**src/assert_macros.svh**
```systemverilog
// Assertion macros for the RTL.
`ifndef ASSERT_MACROS_SVH
`define ASSERT_MACROS_SVH
`ifndef SYNTHESIS
`define ASSERT_IMPLIES(label, clk, rst_n, a, b) \
    label: assert property (@(posedge clk) disable iff (!rst_n) (a) |-> (b)) \
        else $error("assertion failed");
`define ASSERT_NEXT(label, clk, rst_n, a, b) \
    label: assert property (@(posedge clk) disable iff (!rst_n) (a) |=> (b)) \
        else $error("assertion failed");
`else
`define ASSERT_IMPLIES(label, clk, rst_n, a, b)
`define ASSERT_NEXT(label, clk, rst_n, a, b)
`endif
`endif

```
**src/knn_pkg.sv**
```systemverilog
// Shared types and constants for the k-nearest-neighbor insertion unit.
`timescale 1ns / 1ps
package knn_pkg;
    localparam int MaxNeighbors = 16;
    localparam int SlotBits = $clog2(MaxNeighbors);
    localparam int KBits = 5;
    localparam int IndexBits = 16;
    localparam int DistBits = 34;

    localparam logic [1:0] CMD_START = 2'd0;
    localparam logic [1:0] CMD_REF = 2'd1;
    localparam logic [1:0] CMD_FLUSH = 2'd2;

    localparam logic [0:0] REG_NEIGHBOR_COUNT = 1'd0;
    localparam logic [0:0] REG_EXCLUDE_SELF = 1'd1;

    typedef struct packed {
        logic load_query;
        logic load_ref;
        logic insert;
        logic flush_step;
        logic [SlotBits-1:0] flush_slot;
    } ctrl_t;

    typedef struct packed {
        logic skip;
    } status_t;
endpackage

```
**src/knn_datapath.sv**
```systemverilog
// Datapath: query store, distance pipeline and sorted insertion row.
`timescale 1ns / 1ps
`include "assert_macros.svh"
module knn_datapath
(
    input  logic clk,
    input  logic rst_n,
    input  knn_pkg::ctrl_t ctrl,
    output knn_pkg::status_t status,
    input  logic [knn_pkg::SlotBits-1:0] k_last,
    input  logic exclude_self,
    input  logic signed [15:0] coord_0,
    input  logic signed [15:0] coord_1,
    input  logic signed [15:0] coord_2,
    input  logic signed [15:0] coord_3,
    input  logic [15:0] point_index,
    output logic [knn_pkg::IndexBits-1:0] out_index,
    output logic [knn_pkg::DistBits-1:0] out_dist,
    output logic out_valid
);
    localparam int N = knn_pkg::MaxNeighbors;
    logic signed [15:0] q_reg [4];
    logic [15:0] qid_reg;
    logic [33:0] sq_reg [4];
    logic [15:0] ridx_reg;
    logic [knn_pkg::DistBits-1:0] dist_reg [N];
    logic [knn_pkg::IndexBits-1:0] idx_reg [N];
    logic [N-1:0] fill_reg;
    logic [N-1:0] fill_next;
    logic [33:0] ref_dist;
    logic [N-1:0] le;
    logic accept;
    logic signed [16:0] diff [4];
    logic [16:0] mag [4];

    assign status.skip = exclude_self && (point_index == qid_reg);

    always_comb
    begin
        diff[0] = 17'(coord_0) - 17'(q_reg[0]);
        diff[1] = 17'(coord_1) - 17'(q_reg[1]);
        diff[2] = 17'(coord_2) - 17'(q_reg[2]);
        diff[3] = 17'(coord_3) - 17'(q_reg[3]);
        for (int d = 0; d < 4; d++)
        begin
            mag[d] = diff[d][16] ? 17'(-diff[d]) : 17'(diff[d]);
        end
    end

    // query point starts at zero so references before any start use the origin
    always_ff @(posedge clk or negedge rst_n)
    begin
        if (!rst_n)
        begin
            for (int d = 0; d < 4; d++)
            begin
                q_reg[d] <= '0;
            end
            qid_reg <= '0;
        end
        else if (ctrl.load_query)
        begin
            q_reg[0] <= coord_0;
            q_reg[1] <= coord_1;
            q_reg[2] <= coord_2;
            q_reg[3] <= coord_3;
            qid_reg <= point_index;
        end
    end

    // stage 1: squares; stage 2: sum and insert
    always_ff @(posedge clk)
    begin
        if (ctrl.load_ref)
        begin
            for (int d = 0; d < 4; d++)
            begin
                sq_reg[d] <= 34'(mag[d]) * 34'(mag[d]);
            end
            ridx_reg <= point_index;
        end
    end

    assign ref_dist = sq_reg[0] + sq_reg[1] + sq_reg[2] + sq_reg[3];

    always_comb
    begin
        for (int i = 0; i < N; i++)
        begin
            le[i] = (!fill_reg[i] || ref_dist <= dist_reg[i]) && (i <= int'(k_last));
        end
        accept = !fill_reg[k_last] || (ref_dist < dist_reg[k_last]);
        fill_next = fill_reg;
        if (ctrl.insert && accept)
        begin
            for (int i = 0; i < N; i++)
            begin
                if (i <= int'(k_last))
                begin
                    if (le[i] && (i == 0 || !le[i-1]))
                    begin
                        fill_next[i] = 1'b1;
                    end
                    else if (i > 0 && le[i-1])
                    begin
                        fill_next[i] = fill_reg[i-1];
                    end
                end
            end
        end
        if (ctrl.load_query)
        begin
            fill_next = '0;
        end
    end

    always_ff @(posedge clk or negedge rst_n)
    begin
        if (!rst_n)
        begin
            fill_reg <= '0;
        end
        else
        begin
            fill_reg <= fill_next;
        end
    end

    always_ff @(posedge clk)
    begin
        if (ctrl.insert && accept)
        begin
            for (int i = 0; i < N; i++)
            begin
                if (i <= int'(k_last))
                begin
                    if (le[i] && (i == 0 || !le[i-1]))
                    begin
                        dist_reg[i] <= ref_dist;
                        idx_reg[i] <= ridx_reg;
                    end
                    else if (i > 0 && le[i-1])
                    begin
                        dist_reg[i] <= dist_reg[i-1];
                        idx_reg[i] <= idx_reg[i-1];
                    end
                end
            end
        end
    end

    assign out_valid = fill_reg[ctrl.flush_slot];
    assign out_index = out_valid ? idx_reg[ctrl.flush_slot] : '0;
    assign out_dist = out_valid ? dist_reg[ctrl.flush_slot] : '0;

    `ASSERT_NEXT(a_clear, clk, rst_n, ctrl.load_query, fill_reg == '0)
    `ASSERT_IMPLIES(a_excl, clk, rst_n, ctrl.load_query && ctrl.load_ref, 1'b0)
    `ASSERT_NEXT(a_fill, clk, rst_n, ctrl.insert && accept && !ctrl.load_query, fill_reg[0])
endmodule

```
**src/knn_ctrl.sv**
```systemverilog
// Controller: command decode, insert pipeline timing and flush sequencing.
`timescale 1ns / 1ps
`include "assert_macros.svh"
module knn_ctrl
(
    input  logic clk,
    input  logic rst_n,
    input  logic start,
    input  logic [1:0] cmd,
    input  logic [knn_pkg::SlotBits-1:0] k_last,
    input  knn_pkg::status_t status,
    output knn_pkg::ctrl_t ctrl,
    output logic busy,
    output logic strobe,
    output logic last
);
    typedef enum logic [2:0] {
        ST_IDLE = 3'b001,
        ST_INS = 3'b010,
        ST_FLUSH = 3'b100
    } state_t;
    state_t state_reg, state_next;
    logic [knn_pkg::SlotBits-1:0] slot_reg, slot_next;
    logic req;

    assign req = start && !busy;
    assign busy = (state_reg != ST_IDLE);

    always_comb
    begin
        state_next = state_reg;
        slot_next = slot_reg;
        ctrl = '0;
        ctrl.flush_slot = slot_reg;
        strobe = 1'b0;
        last = 1'b0;
        unique case (state_reg)
            ST_IDLE:
            begin
                if (req)
                begin
                    case (cmd)
                        knn_pkg::CMD_START: ctrl.load_query = 1'b1;
                        knn_pkg::CMD_REF:
                        begin
                            if (!status.skip)
                            begin
                                ctrl.load_ref = 1'b1;
                                state_next = ST_INS;
                            end
                        end
                        knn_pkg::CMD_FLUSH:
                        begin
                            slot_next = '0;
                            state_next = ST_FLUSH;
                        end
                        default: ;
                    endcase
                end
            end
            ST_INS:
            begin
                ctrl.insert = 1'b1;
                state_next = ST_IDLE;
            end
            ST_FLUSH:
            begin
                ctrl.flush_step = 1'b1;
                strobe = 1'b1;
                last = (slot_reg == k_last);
                if (last)
                begin
                    state_next = ST_IDLE;
                end
                else
                begin
                    slot_next = slot_reg + 1'b1;
                end
            end
            default: state_next = ST_IDLE;
        endcase
    end

    always_ff @(posedge clk or negedge rst_n)
    begin
        if (!rst_n)
        begin
            state_reg <= ST_IDLE;
            slot_reg <= '0;
        end
        else
        begin
            state_reg <= state_next;
            slot_reg <= slot_next;
        end
    end

    `ASSERT_IMPLIES(a_strobe, clk, rst_n, strobe, state_reg == ST_FLUSH)
    `ASSERT_NEXT(a_ins, clk, rst_n, ctrl.load_ref, ctrl.insert)
    `ASSERT_IMPLIES(a_slot, clk, rst_n, strobe, slot_reg <= k_last)
endmodule

```
**src/knn_sorted_insertion_unit.sv**
```systemverilog
// Top level of the k-nearest-neighbor sorted insertion unit.
// A reference request registers the distance squares, then sums them and inserts;
// a start request loads the query point; a flush gives one result a cycle.
// The single insertion row holds busy high while it inserts, so no new request is taken then.
// Reset clears the slot flags, K to 5 and exclude_self to 0; results cannot stall.
`timescale 1ns / 1ps
module knn_sorted_insertion_unit
(
    input  logic clk,
    input  logic rst_n,
    input  logic start,
    output logic busy,
    input  logic [1:0] cmd,
    input  logic signed [15:0] coord_0,
    input  logic signed [15:0] coord_1,
    input  logic signed [15:0] coord_2,
    input  logic signed [15:0] coord_3,
    input  logic [15:0] point_index,
    input  logic cfg_we,
    input  logic [0:0] cfg_index,
    input  logic [4:0] cfg_data,
    output logic strobe,
    output logic [3:0] rank,
    output logic [15:0] neighbor_index,
    output logic [33:0] distance_sq,
    output logic slot_valid,
    output logic last
);
    logic [4:0] k_reg;
    logic excl_reg;
    logic [knn_pkg::SlotBits-1:0] k_last;
    knn_pkg::ctrl_t ctrl;
    knn_pkg::status_t status;

    always_ff @(posedge clk or negedge rst_n)
    begin
        if (!rst_n)
        begin
            k_reg <= 5'd5;
            excl_reg <= 1'b0;
        end
        else if (cfg_we)
        begin
            unique case (cfg_index)
                knn_pkg::REG_NEIGHBOR_COUNT: k_reg <= cfg_data;
                knn_pkg::REG_EXCLUDE_SELF: excl_reg <= cfg_data[0];
                default: ;
            endcase
        end
    end

    always_comb
    begin
        if (k_reg == '0)
        begin
            k_last = '0;
        end
        else if (k_reg >= 5'(knn_pkg::MaxNeighbors))
        begin
            k_last = knn_pkg::SlotBits'(knn_pkg::MaxNeighbors - 1);
        end
        else
        begin
            k_last = knn_pkg::SlotBits'(k_reg - 5'd1);
        end
    end

    knn_ctrl u_ctrl
    (
        .clk(clk), .rst_n(rst_n), .start(start), .cmd(cmd), .k_last(k_last),
        .status(status), .ctrl(ctrl), .busy(busy), .strobe(strobe), .last(last)
    );

    knn_datapath u_dp
    (
        .clk(clk), .rst_n(rst_n), .ctrl(ctrl), .status(status), .k_last(k_last),
        .exclude_self(excl_reg), .coord_0(coord_0), .coord_1(coord_1),
        .coord_2(coord_2), .coord_3(coord_3), .point_index(point_index),
        .out_index(neighbor_index), .out_dist(distance_sq), .out_valid(slot_valid)
    );

    assign rank = ctrl.flush_slot;
endmodule
```
**config.mk**
```make
export PLATFORM = sky130hd
export DESIGN_NAME = knn_sorted_insertion_unit
export DESIGN_NICKNAME = d
export VERILOG_FILES = /design/src/knn_pkg.sv /design/src/knn_datapath.sv /design/src/knn_ctrl.sv /design/src/knn_sorted_insertion_unit.sv
export VERILOG_INCLUDE_DIRS = /design/src /design/src/src
export SDC_FILE = /design/constraint.sdc
export NUM_CORES = 2
export LEC_CHECK = 0
export ABC_CLOCK_PERIOD_IN_PS = 16700
export BUFFER_PORTS_ARGS = -buffer_cell sky130_fd_sc_hd__buf_2
export CORE_MARGIN = 2
export CORE_UTILIZATION = 40
export DETAILED_ROUTE_END_ITERATION = 10
export SYNTH_ARGS = -nofsm -noshare
export SYNTH_HDL_FRONTEND = slang
export SYNTH_HIERARCHICAL = 1
export SYNTH_SLANG_ARGS = --single-unit
```
**constraint.sdc**
```tcl
create_clock -name clk -period 16.7 [get_ports clk]
set_input_delay 3.34 -clock clk [delete_from_list [all_inputs] [get_ports clk]]
set_output_delay 3.34 -clock clk [all_outputs]
set_load 0.05 [all_outputs]
```
==> impl_metrics.csv <==
group,metric,value,unit
layout,fillers,24723,
layout,multiInputGateArea,68340,µm²
timing,max_freq,0.08026,GHz
floorplan,fp.dieH,521.0,µm
worst_setup_path,path_class,"input port to register",
worst_setup_path,path_max_fanout,18,
floorplan,fp.coreArea,265600,µm²
layout,final_cell_mix,"inv_1 (1771), ha_1 (1097), edfxtp_1 (948)",
timing,fin_ws,4.240,ns
floorplan,ioPinCount,150,
worst_setup_path,setup.worst_path.end,"u_dp/sq_reg[2][32]",
timing,report.final.slew_viol_count,0,
worst_setup_path,ff2ff_setup_slack,6.56,ns
layout,seq_area,31210,µm²
grt,grt_pass1_wl,513.1,mm
layout,drive_gt1_share,17.82,%
status,status,"finished, final reports clean",
route,drcViolationCount,0,
floorplan,start_util,40.26,%
worst_setup_path,worstSetupStartpoint,"coord_2[0]",
timing,fin_crit_sh,74.61,%
clocking,cts_root_buf,"clkbuf_16",
route,drt_iter0_markers,7450,
worst_setup_path,r2r_cells,33,
synthesis,syn_inst,9683,
layout,nets,11854,
route,firstDrtPassIters,8,
timing,setup_tns,0,ns
route,vias_per_cell,5.738,
clocking,clock_path_buffers,4,
grt,antenna_found_initial,15,
place,io_buffers,149,
worst_setup_path,r2r_start,"u_dp/q_reg[16]",
route,routedWlPerCell,25.43,µm
grt,gr-total-overflow,0,
synthesis,synthesis.area,106900,µm²
floorplan,die_w,521.0,µm
grt,grt_usage,25.06,%
worst_setup_path,critPathLaunchType,"input port",
worst_setup_path,worstPathArrival,13.04,ns
floorplan,rows,189,
clocking,clk_pin_slew,0.06,ns
route,num_vias,77318,
place,dpl.hpwl,249.6,mm
place,dp.cells,13226,
worst_setup_path,cp.required,17.28,ns
timing,whs,0.5075,ns
place,pre_cts_ws,3.322,ns
layout,largest_reg_flops,544,
grt,grt_max_degree,89,
worst_setup_path,regToRegEndpoint,"u_dp/sq_reg[2][32]",
synthesis,synth_warnings,6,
synthesis,synth.avg_cell_area,11.04,µm²
run,drv_cap,0,
clocking,tritoncts,"yes",
worst_setup_path,crit_path_end_kind,"register",
layout,fin_cells,13474,
clocking,cts_hold_buffers,0,
clocking,clkLatencyLatePin,0.85,ns
timing,setup_viol,0,
worst_setup_path,worst_path_most_repeated_cell,"fa_1",
worst_setup_path,cpMaxStageDelayCell,"xnor2_1",
clocking,cts_resized,0,
timing,skew,0.08975,ns
clocking,cts_setup_buffers,0,
route,finalWirelength,342.6,mm
clocking,htreeDepth,4,
grt,grt_pass1_vias,80470,
floorplan,dieArea,271500,µm²
hold_path,hp-class,"register to register",
timing,hold_viol,0,
timing,rsz0062_at_grt,"no",
clocking,clock_sinks,1057,
clocking,cts_buffers,137,
layout,areaGrowthSynthToFinish,9.499,%
place,gp_congestion,0.9467,
timing,relSlewSlack,18.14,%
layout,final_common_cell,"inv_1",
timing,worst_pin_slew,1.215,ns
timing,period_needed,12.46,ns
worst_setup_path,cpPeakStageDelay,0.78,ns
route,antenna_left,0,
## metrics by stage
| step | cell area [µm²] | utilization, % |
|---|---|---|
| 3_5_place_dp | 112800 | 42.46 |
| 4_1_cts | 117100 | 44.08 |
| 2_1_floorplan | 107100 | - |
| 5_1_grt | 117100 | 44.08 |
| 6_report | 117100 | 44.09 |
| 3_3_place_gp | 112700 | 42.46 |
## per-layer routing
layer	share of wire [%]	up-vias	GRT usage, %	wire, µm
met3	8.0	718	4.170	27550
met2	46	3294	40.75	158700
met5	0.012	-	0	41
li1	-	33994	-	-
met1	41	39306	33.08	139400
met4	4.9	6	10.61	16950
## layout make-up
class / count / share of cell area, %
clock buffer: 168 / 3.071
sequential: 1057 / 26.66
timing repair buffer: 318 / 1.758
antenna: 7 / 0.01496
inverter: 1793 / 5.748
clock inverter: 73 / 0.6027
multi-input combinational: 6525 / 58.37
tap: 3533 / 3.776
## worst max-delay path: cells and delay by family
family / cells / cell delay, ns
XOR/XNOR: 2 / 0.86
buffers and inverters: 7 / 1.22
AO/OA/AOI/OAI: 11 / 2.23
adder cells (fa/ha/maj): 9 / 3.93
AND/OR/NAND/NOR: 6 / 1.45
## how the worst min path moves through the flow
stage                             start                   to  cells past startpoint
floorplan                      excl_reg             excl_reg                      1
global placement         u_dp/q_reg[32]       u_dp/q_reg[32]                      1
detailed placement       u_dp/q_reg[16]       u_dp/q_reg[16]                      1
CTS                 u_dp/idx_reg[7][10]  u_dp/idx_reg[8][10]                      1
global route           u_dp/qid_reg[13]     u_dp/qid_reg[13]                      1
finish              u_dp/idx_reg[1][13]  u_dp/idx_reg[2][13]                      1
Power is left out: the tool's default activity adds up to more than one toggle a clock period on the data nets, which glitch-free logic cannot reach.
